==> src/rtl/wps_pkg.sv <==
// ---------------------------------------------------------------------------
// wps_pkg: shared types and constants for the wrapped pid step block
// field widths, register indexes, item codes and unit status
// ---------------------------------------------------------------------------
package wps_pkg;

    // default width of the measured sample
    localparam int DATA_WIDTH_DEF = 16;

    // fixed field widths
    localparam int GAIN_W  = 16;
    localparam int HALF_W  = 14;
    localparam int LIM_W   = 15;
    localparam int DRIVE_W = 16;
    localparam int ERR_W   = 15;
    localparam int CFG_W   = 16;
    localparam int IDX_W   = 3;

    // internal widths: wrapped values stay inside (-3*half, half)
    localparam int WRAP_W  = 17;
    localparam int REM_W   = HALF_W + 1;
    localparam int PROD_W  = GAIN_W + WRAP_W;
    localparam int INTEG_W = PROD_W + 1;
    localparam int ACC_W   = PROD_W + 3;

    localparam logic [HALF_W-1:0] HALF_RST = HALF_W'(16383);

    // register indexes
    localparam logic [IDX_W-1:0] REG_GAIN_P      = 3'd0;
    localparam logic [IDX_W-1:0] REG_GAIN_I      = 3'd1;
    localparam logic [IDX_W-1:0] REG_GAIN_D      = 3'd2;
    localparam logic [IDX_W-1:0] REG_SETPOINT    = 3'd3;
    localparam logic [IDX_W-1:0] REG_WRAP_HALF   = 3'd4;
    localparam logic [IDX_W-1:0] REG_INTEG_BAND  = 3'd5;
    localparam logic [IDX_W-1:0] REG_INTEG_LIMIT = 3'd6;
    localparam logic [IDX_W-1:0] REG_DRIVE_LIMIT = 3'd7;

    // item codes
    localparam logic OP_UPDATE = 1'b0;
    localparam logic OP_CLEAR  = 1'b1;

    // status of the remainder unit
    typedef struct packed {
        logic busy;
        logic done;
    } t_rem_stat;

endpackage

==> src/rtl/wps_rem.sv <==
// ---------------------------------------------------------------------------
// wps_rem: bit-serial truncating remainder
// restoring remainder of a signed dividend by an unsigned span, one bit a cycle
// ---------------------------------------------------------------------------
module wps_rem #(
    parameter int DIV_W = 19
) (
    input  logic                             i_clk,
    input  logic                             i_rst_n,
    input  logic                             i_start,
    input  logic signed [DIV_W-1:0]          i_dividend,
    input  logic [wps_pkg::REM_W-1:0]        i_span,
    output wps_pkg::t_rem_stat               o_stat,
    output logic signed [wps_pkg::WRAP_W-1:0] o_rem
);
    import wps_pkg::*;

    localparam int CNT_W = $clog2(DIV_W + 1);

    logic [DIV_W-1:0] r_mag;
    logic [REM_W-1:0] r_rem;
    logic [CNT_W-1:0] r_cnt;
    logic             r_neg;
    logic             r_busy;
    logic             r_done;

    logic [DIV_W-1:0] start_mag;
    logic [REM_W:0]   trial;
    logic [REM_W:0]   trial_sub;

    assign start_mag = i_dividend[DIV_W-1] ? DIV_W'(-i_dividend) : DIV_W'(i_dividend);

    // shift in the next dividend bit, subtract span when it fits
    assign trial     = {r_rem, r_mag[DIV_W-1]};
    assign trial_sub = trial - (REM_W + 1)'(i_span);

    always_ff @(posedge i_clk) begin
        if (!i_rst_n) begin
            r_busy <= 1'b0;
            r_done <= 1'b0;
        end else begin
            r_done <= 1'b0;
            if (i_start) begin
                r_busy <= 1'b1;
            end else if (r_busy && r_cnt == CNT_W'(1)) begin
                r_busy <= 1'b0;
                r_done <= 1'b1;
            end
        end
    end

    always_ff @(posedge i_clk) begin
        if (i_start) begin
            r_mag <= start_mag;
            r_neg <= i_dividend[DIV_W-1];
            r_rem <= '0;
            r_cnt <= CNT_W'(DIV_W);
        end else if (r_busy) begin
            r_mag <= {r_mag[DIV_W-2:0], 1'b0};
            r_cnt <= r_cnt - CNT_W'(1);
            if (trial >= (REM_W + 1)'(i_span)) begin
                r_rem <= trial_sub[REM_W-1:0];
            end else begin
                r_rem <= trial[REM_W-1:0];
            end
        end
    end

    assign o_stat.busy = r_busy;
    assign o_stat.done = r_done;
    // remainder takes the sign of the dividend
    assign o_rem = r_neg ? -WRAP_W'(r_rem) : WRAP_W'(r_rem);

    a_no_start_busy: assert property (@(posedge i_clk) disable iff (!i_rst_n)
        i_start |-> !r_busy) else $error("remainder started while busy");
    a_done_after_busy: assert property (@(posedge i_clk) disable iff (!i_rst_n)
        r_done |-> $past(r_busy) && !r_busy) else $error("done without a run");
    a_cnt_in_range: assert property (@(posedge i_clk) disable iff (!i_rst_n)
        r_busy |-> (r_cnt != '0 && r_cnt <= CNT_W'(DIV_W)))
        else $error("bit count out of range");

endmodule

==> src/rtl/wrapped_pid_step.sv <==
// ---------------------------------------------------------------------------
// wrapped_pid_step: integer pid step with wrapped error, integral band, clamps
// error and measurement change wrapped by a truncating remainder, shared
// remainder unit and one shared 16x17 multiplier under a small sequencer
// ---------------------------------------------------------------------------
//
//  channel   | handshake                 | payload
//  ----------+---------------------------+--------------------------------
//  input     | i_in_valid / o_in_ready   | i_op, i_measure
//  result    | o_out_valid / i_out_ready | o_drive, o_error_wrapped
//  config    | i_cfg_we (no wait)        | i_cfg_idx, i_cfg_data
//
//  an update beat runs the bit-serial remainder twice, on the error and then on
//  the measurement change (dividend width DIV_W = max(DATA_WIDTH,17)+2), then
//  the integral, p and d steps on the multiplier and the done state; a clear
//  beat goes straight to the done state; a new beat is taken only in idle
//  reset is synchronous, active low; wrap_half resets to 16383, other config,
//  state, integral, last sample and output valid to 0; a finished result waits
//  in the output register; the next input beat is taken meanwhile, and the
//  sequencer holds at its end until the slot is free
module wrapped_pid_step #(
    parameter int DATA_WIDTH = wps_pkg::DATA_WIDTH_DEF
) (
    input  logic                               i_clk,
    input  logic                               i_rst_n,
    // config port
    input  logic                               i_cfg_we,
    input  logic [wps_pkg::IDX_W-1:0]          i_cfg_idx,
    input  logic [wps_pkg::CFG_W-1:0]          i_cfg_data,
    // input channel
    input  logic                               i_in_valid,
    output logic                               o_in_ready,
    input  logic                               i_op,
    input  logic signed [DATA_WIDTH-1:0]       i_measure,
    // result channel
    output logic                               o_out_valid,
    input  logic                               i_out_ready,
    output logic signed [wps_pkg::DRIVE_W-1:0] o_drive,
    output logic signed [wps_pkg::ERR_W-1:0]   o_error_wrapped
);
    import wps_pkg::*;

    // difference width, then wrap-sum width fed to the remainder unit
    localparam int DIFF_W = ((DATA_WIDTH > GAIN_W) ? DATA_WIDTH : GAIN_W) + 1;
    localparam int DIV_W  = ((DIFF_W > 18) ? DIFF_W : 18) + 1;

    localparam logic [2:0] S_IDLE  = 3'd0;
    localparam logic [2:0] S_REM_E = 3'd1;
    localparam logic [2:0] S_REM_C = 3'd2;
    localparam logic [2:0] S_MUL_I = 3'd3;
    localparam logic [2:0] S_INTEG = 3'd4;
    localparam logic [2:0] S_PTERM = 3'd5;
    localparam logic [2:0] S_DTERM = 3'd6;
    localparam logic [2:0] S_DONE  = 3'd7;

    // config registers
    logic signed [GAIN_W-1:0] r_gain_p;
    logic signed [GAIN_W-1:0] r_gain_i;
    logic signed [GAIN_W-1:0] r_gain_d;
    logic signed [GAIN_W-1:0] r_setpoint;
    logic [HALF_W-1:0]        r_wrap_half;
    logic [LIM_W-1:0]         r_integ_band;
    logic [LIM_W-1:0]         r_integ_limit;
    logic [LIM_W-1:0]         r_drive_limit;

    // sequencer and datapath
    logic [2:0]                  r_state;
    logic signed [DATA_WIDTH-1:0] r_meas;
    logic signed [DATA_WIDTH-1:0] r_prev;
    logic signed [DRIVE_W-1:0]   r_integ;
    logic signed [WRAP_W-1:0]    r_err;
    logic signed [WRAP_W-1:0]    r_chg;
    logic signed [PROD_W-1:0]    r_prod;
    logic signed [ACC_W-1:0]     r_acc;

    // output slot
    logic                        r_out_valid;
    logic signed [DRIVE_W-1:0]   r_drive;
    logic signed [ERR_W-1:0]     r_err_out;

    logic                        in_beat;
    logic                        rem_start;
    logic signed [DIV_W-1:0]     rem_div;
    logic signed [DIV_W-1:0]     div_err;
    logic signed [DIV_W-1:0]     div_chg;
    logic [16:0]                 half_x5;
    logic [REM_W-1:0]            span;
    t_rem_stat                   rem_stat;
    logic signed [WRAP_W-1:0]    rem_val;
    logic signed [WRAP_W-1:0]    wrap_val;
    logic signed [GAIN_W-1:0]    mul_a;
    logic signed [WRAP_W-1:0]    mul_b;
    logic signed [PROD_W-1:0]    mul_p;
    logic [WRAP_W-1:0]           err_abs;
    logic                        out_band;
    logic signed [INTEG_W-1:0]   integ_raw;
    logic signed [INTEG_W-1:0]   integ_lim;
    logic signed [DRIVE_W-1:0]   integ_next;
    logic signed [ACC_W-1:0]     drive_lim;
    logic signed [DRIVE_W-1:0]   drive_next;
    logic                        slot_free;

    // config writes, masked to each register's width
    always_ff @(posedge i_clk) begin
        if (!i_rst_n) begin
            r_gain_p      <= '0;
            r_gain_i      <= '0;
            r_gain_d      <= '0;
            r_setpoint    <= '0;
            r_wrap_half   <= HALF_RST;
            r_integ_band  <= '0;
            r_integ_limit <= '0;
            r_drive_limit <= '0;
        end else if (i_cfg_we) begin
            unique case (i_cfg_idx)
                REG_GAIN_P:      r_gain_p      <= i_cfg_data;
                REG_GAIN_I:      r_gain_i      <= i_cfg_data;
                REG_GAIN_D:      r_gain_d      <= i_cfg_data;
                REG_SETPOINT:    r_setpoint    <= i_cfg_data;
                REG_WRAP_HALF:   r_wrap_half   <= i_cfg_data[HALF_W-1:0];
                REG_INTEG_BAND:  r_integ_band  <= i_cfg_data[LIM_W-1:0];
                REG_INTEG_LIMIT: r_integ_limit <= i_cfg_data[LIM_W-1:0];
                REG_DRIVE_LIMIT: r_drive_limit <= i_cfg_data[LIM_W-1:0];
                default:         r_gain_p      <= r_gain_p;
            endcase
        end
    end

    assign o_in_ready = (r_state == S_IDLE);
    assign in_beat    = i_in_valid && o_in_ready;
    assign slot_free  = !r_out_valid || i_out_ready;

    // wrap sums: x + 5*half, error straight from the input beat
    assign half_x5 = {1'b0, r_wrap_half, 2'b00} + 17'(r_wrap_half);
    assign span    = {r_wrap_half, 1'b0};
    assign div_err = DIV_W'(i_measure) - DIV_W'(r_setpoint) + DIV_W'(half_x5);
    assign div_chg = DIV_W'(r_meas) - DIV_W'(r_prev) + DIV_W'(half_x5);

    assign rem_start = (in_beat && i_op == OP_UPDATE) ||
                       (r_state == S_REM_E && rem_stat.done);
    assign rem_div   = (r_state == S_IDLE) ? div_err : div_chg;

    wps_rem #(
        .DIV_W (DIV_W)
    ) u_rem (
        .i_clk      (i_clk),
        .i_rst_n    (i_rst_n),
        .i_start    (rem_start),
        .i_dividend (rem_div),
        .i_span     (span),
        .o_stat     (rem_stat),
        .o_rem      (rem_val)
    );

    // zero half span means no wrap range at all
    assign wrap_val = (r_wrap_half == '0) ? '0 : rem_val - WRAP_W'(r_wrap_half);

    // shared multiplier, operands picked by the sequencer
    always_comb begin
        unique case (r_state)
            S_MUL_I: begin
                mul_a = r_gain_i;
                mul_b = r_err;
            end
            S_INTEG: begin
                mul_a = r_gain_p;
                mul_b = r_err;
            end
            default: begin
                mul_a = r_gain_d;
                mul_b = r_chg;
            end
        endcase
    end
    assign mul_p = mul_a * mul_b;

    // integral: band reset, accumulate, clamp
    assign err_abs   = r_err[WRAP_W-1] ? WRAP_W'(-r_err) : WRAP_W'(r_err);
    assign out_band  = (r_integ_band != '0) && (err_abs > WRAP_W'(r_integ_band));
    assign integ_raw = out_band ? '0 : INTEG_W'(r_integ) + INTEG_W'(r_prod);
    assign integ_lim = INTEG_W'(r_integ_limit);

    always_comb begin
        priority if (integ_raw > integ_lim) begin
            integ_next = DRIVE_W'(integ_lim);
        end else if (integ_raw < -integ_lim) begin
            integ_next = DRIVE_W'(-integ_lim);
        end else begin
            integ_next = integ_raw[DRIVE_W-1:0];
        end
    end

    // drive clamp
    assign drive_lim = ACC_W'(r_drive_limit);

    always_comb begin
        priority if (r_acc > drive_lim) begin
            drive_next = DRIVE_W'(drive_lim);
        end else if (r_acc < -drive_lim) begin
            drive_next = DRIVE_W'(-drive_lim);
        end else begin
            drive_next = r_acc[DRIVE_W-1:0];
        end
    end

    // sequencer and controller state
    always_ff @(posedge i_clk) begin
        if (!i_rst_n) begin
            r_state <= S_IDLE;
            r_prev  <= '0;
            r_integ <= '0;
        end else begin
            unique case (r_state)
                S_IDLE: begin
                    if (in_beat) begin
                        if (i_op == OP_CLEAR) begin
                            r_prev  <= '0;
                            r_integ <= '0;
                            r_state <= S_DONE;
                        end else begin
                            r_state <= S_REM_E;
                        end
                    end
                end
                S_REM_E: begin
                    if (rem_stat.done) begin
                        r_state <= S_REM_C;
                    end
                end
                S_REM_C: begin
                    if (rem_stat.done) begin
                        r_prev  <= r_meas;
                        r_state <= S_MUL_I;
                    end
                end
                S_MUL_I: r_state <= S_INTEG;
                S_INTEG: begin
                    r_integ <= integ_next;
                    r_state <= S_PTERM;
                end
                S_PTERM: r_state <= S_DTERM;
                S_DTERM: r_state <= S_DONE;
                S_DONE: begin
                    if (slot_free) begin
                        r_state <= S_IDLE;
                    end
                end
                default: r_state <= S_IDLE;
            endcase
        end
    end

    // payload registers
    always_ff @(posedge i_clk) begin
        r_prod <= mul_p;
        if (in_beat) begin
            r_meas <= i_measure;
            if (i_op == OP_CLEAR) begin
                r_err <= '0;
                r_acc <= '0;
            end
        end
        if (r_state == S_REM_E && rem_stat.done) begin
            r_err <= wrap_val;
        end
        if (r_state == S_REM_C && rem_stat.done) begin
            r_chg <= wrap_val;
        end
        if (r_state == S_PTERM) begin
            r_acc <= ACC_W'(r_integ) + ACC_W'(r_prod);
        end
        if (r_state == S_DTERM) begin
            r_acc <= r_acc + ACC_W'(r_prod);
        end
    end

    // output slot
    always_ff @(posedge i_clk) begin
        if (!i_rst_n) begin
            r_out_valid <= 1'b0;
        end else if (r_state == S_DONE && slot_free) begin
            r_out_valid <= 1'b1;
        end else if (i_out_ready) begin
            r_out_valid <= 1'b0;
        end
    end

    always_ff @(posedge i_clk) begin
        if (r_state == S_DONE && slot_free) begin
            r_drive   <= drive_next;
            r_err_out <= r_err[ERR_W-1:0];
        end
    end

    assign o_out_valid     = r_out_valid;
    assign o_drive         = r_drive;
    assign o_error_wrapped = r_err_out;

    a_busy_after_beat: assert property (@(posedge i_clk) disable iff (!i_rst_n)
        in_beat |=> !o_in_ready) else $error("ready stayed high after a beat");
    a_clear_zero: assert property (@(posedge i_clk) disable iff (!i_rst_n)
        (in_beat && i_op == OP_CLEAR) |=> (r_acc == '0 && r_err == '0 &&
        r_integ == '0 && r_prev == '0)) else $error("clear left state");
    a_rem_done_state: assert property (@(posedge i_clk) disable iff (!i_rst_n)
        rem_stat.done |-> (r_state == S_REM_E || r_state == S_REM_C))
        else $error("remainder result outside a wrap step");
    a_integ_clamped: assert property (@(posedge i_clk) disable iff (!i_rst_n)
        r_state == S_PTERM |-> (INTEG_W'(r_integ) <= integ_lim &&
        INTEG_W'(r_integ) >= -integ_lim)) else $error("integral beyond limit");

endmodule

==> config.mk <==
export PLATFORM = sky130hd
export DESIGN_NAME = wrapped_pid_step
export DESIGN_NICKNAME = d
export VERILOG_FILES = /design/src/rtl/wps_pkg.sv /design/src/rtl/wps_rem.sv /design/src/rtl/wrapped_pid_step.sv
export SDC_FILE = /design/constraint.sdc
export NUM_CORES = 2
export LEC_CHECK = 0
export BUFFER_PORTS_ARGS = -buffer_cell sky130_fd_sc_hd__buf_2
export CAP_MARGIN = 10
export CORE_UTILIZATION = 40
export DETAILED_ROUTE_END_ITERATION = 16
export REMOVE_ABC_BUFFERS = 1
export SETUP_SLACK_MARGIN = 0.05
export SKIP_LAST_GASP = 1
export SYNTH_ARGS = -nofsm -noshare
export SYNTH_HDL_FRONTEND = slang
export SYNTH_HIERARCHICAL = 1
export SYNTH_SLANG_ARGS = --single-unit
==> constraint.sdc <==
create_clock -name i_clk -period 10.75 [get_ports i_clk]
set_input_delay 2.15 -clock i_clk [delete_from_list [all_inputs] [get_ports i_clk]]
set_output_delay 2.15 -clock i_clk [all_outputs]
set_load 0.05 [all_outputs]
==> impl_metrics.csv <==
group,metric,value,unit
cts,cts_resized,0,
power,p_sw_share,43.7,%
final_layout,final-instance-count-excl-fill,5426,
cts,ctsHoldBuffers,0,
power,design_power_total,7.01,mW
global_route,grt_max_degree,77,
power,p_leak,17.4,nW
die,pin_count,74,
route,viasPerCell,5.35,
synthesis,syn-instance-count,4221,
timing,hold_viol,0,
timing,rsz0062_at_grt,"false",
die,die_width,304,um
final_layout,drive_gt1_share,6.09,%
placement,place.gp.congestion,0.931,
power,power.switching,3.07,mW
job,drv_cap,0,
power,comb_power_share,52.7,%
route,num_vias,29000,
placement,dp_slack,2160,ps
cts,htree_num_levels,2,
route,drtAntennaViolNets,0,
setup_path,reg2reg_depth,25,
timing,totalNegativeSetupSlack,0,ps
setup_path,reg2reg_to,"r_prod[31]",
global_route,antenna_found_initial,1,
final_layout,final_common_cell,"nand2_1",
power,power_density,178,nW/um^2
global_route,grt_pass1_vias,29300,
timing,skew,39.9,ps
die,row_count,110,
final_layout,final_cell_mix,"nand2_1 (562), inv_1 (552), ha_1 (355)",
global_route,grtUsageTotal,22.0,%
timing,period_share,80.3,%
route,wl,102000,um
setup_path,cp_max_fo,28,
power,pwr-share-seq,26.1,%
setup_path,crit_path_start_kind,"flip-flop",
global_route,grt_pass1_wl,162000,um
placement,io_buffers,73,
global_route,grt-ovfl-total,0,
timing,min_period,8630,ps
setup_path,end_kind,"flip-flop",
setup_path,cp.required,11200,ps
final_layout,nNetsFinal,4928,
power,internal-power,3.94,mW
route,wl_per_cell,18.8,um
timing,fmax,116,MHz
timing,setup_violations,0,
final_layout,areaGrowthSynthToFinish,8.08,%
run_status,status,"finished clean",
cts,cts_tree,"yes",
placement,dp_hpwl,81700,um
timing,layout_setup_ws,2120,ps
cts,cts_buffers,44,
die,die_height,304,um
timing,worst_slew_pin_slew,1220,ps
cts,post-cts-setup-buffer-count,0,
die,start_util,40.5,%
final_layout,fillers,8907,
route,drc,0,
route,first_iter_violations,1588,
die,die_area,92500,um^2
synthesis,synth_area,36500,um^2
setup_path,rrSetupSlack,2120,ps
power,pwr-share-clk,21.2,%
final_layout,n_antenna_cell,0,
setup_path,endpoint,"r_prod[31]",
cts,clk_latency,600,ps
power,peakVddDrop,124,uV
placement,dp_cells,5344,
min_path,hold_path_class,"flip-flop to flip-flop",
synthesis,syn_avg_cell_area,8.65,um^2
cts,cts.sinks,351,
setup_path,arrival,9080,ps
setup_path,r2r_start,"r_state[1]",
setup_path,worstSetupStartpoint,"r_state[1]",
cts,clk_pin_slew,60,ps
cts,root_buffer,"clkbuf_16",
timing,slew_violations,0,
setup_path,critPathKind,"flip-flop to flip-flop",
final_layout,fin_util,43.8,%
timing,slew_headroom,18.2,%
cts,clk_path_buf_depth,3,
route,drtPass1Iterations,5,
die,core_area,90100,um^2
synthesis,ys.warnings.count,6,
metal layers:
| layer | track usage (%) | wire (um) | vias up |
|---|---|---|---|
| met4 | 7.19 | 3360 | 0 |
| li1 | - | - | 14200 |
| met1 | 28.9 | 46200 | 14000 |
| met2 | 37.7 | 48000 | 634 |
| met5 | 0 | 0 | - |
| met3 | 2.53 | 4380 | 153 |
registers in the layout, indices dropped and copies added, names as in the netlist, 3 cells and up:
signal,flops
r_prod,33
r_integ,16
r_gain_d,16
u_rem/r_cnt,5
u_rem/r_mag,19
r_acc,36
o_drive,16
r_integ_band,15
r_drive_limit,15
u_rem/r_rem,15
o_error_wrapped,15
r_gain_i,16
r_state,3
r_prev,16
r_integ_limit,15
r_wrap_half,14
r_err,17
r_chg,17
r_setpoint,16
r_meas,16
r_gain_p,16
critical path: stages, from the launching register on:
cell	delay, ps
dfxtp_1	430
nor2_1	210
and2_1	640
or2_2	330
buf_4	400
mux2i_1	730
nor2_1	140
fa_1	560
inv_1	140
fa_1	610
inv_1	220
fa_1	610
fa_1	450
fa_1	540
inv_1	50
fa_1	530
inv_1	40
ha_1	360
nor2b_1	180
a31o_2	220
a211o_1	270
a21oi_1	270
o221ai_1	200
nand2b_1	100
nand2_1	60
xor2_1	150
power by group through the flow:
stage	clock network [mW]	registers, mW	logic [mW]
floorplan	0	1.76	2.80
global placement	0	1.85	3.64
detailed placement	0	1.85	3.68
CTS	1.52	1.82	3.70
global route	1.57	1.85	4.15
finish	1.49	1.83	3.70
metrics by stage:
| stage | cell area, um^2 | hold WS (ps) |
|---|---|---|
| after floorplan | 35800 | 433 |
| after global placement | 38000 | 448 |
| after detailed placement | 38000 | 447 |
| after CTS | 39400 | 457 |
| after global routing | 39500 | 480 |
| final | 39500 | 453 |
layout make-up:
class | instances | area, um^2 | area share, %
flip-flops and latches | 351 | 8400 | 21.3
repair buffers | 109 | 642 | 1.63
well taps | 1176 | 1470 | 3.73
multi-input cells | 3157 | 25400 | 64.5
inverters | 552 | 2070 | 5.25
clock inverters | 14 | 136 | 0.346
clock buffers | 67 | 1280 | 3.25
how the worst min path moves through the flow:
stage	startpoint	to	cells after the start	slack, ps
after global routing	r_integ[10]	r_integ[10]	2	480
after floorplan	r_integ[12]	r_integ[12]	2	430
after CTS	r_integ[3]	r_integ[3]	2	460
final	r_integ[3]	r_integ[3]	2	450
after global placement	r_integ[11]	r_integ[11]	2	450
after detailed placement	r_integ[3]	r_integ[3]	2	450
Note: power is estimated with default switching activity, not from simulation.
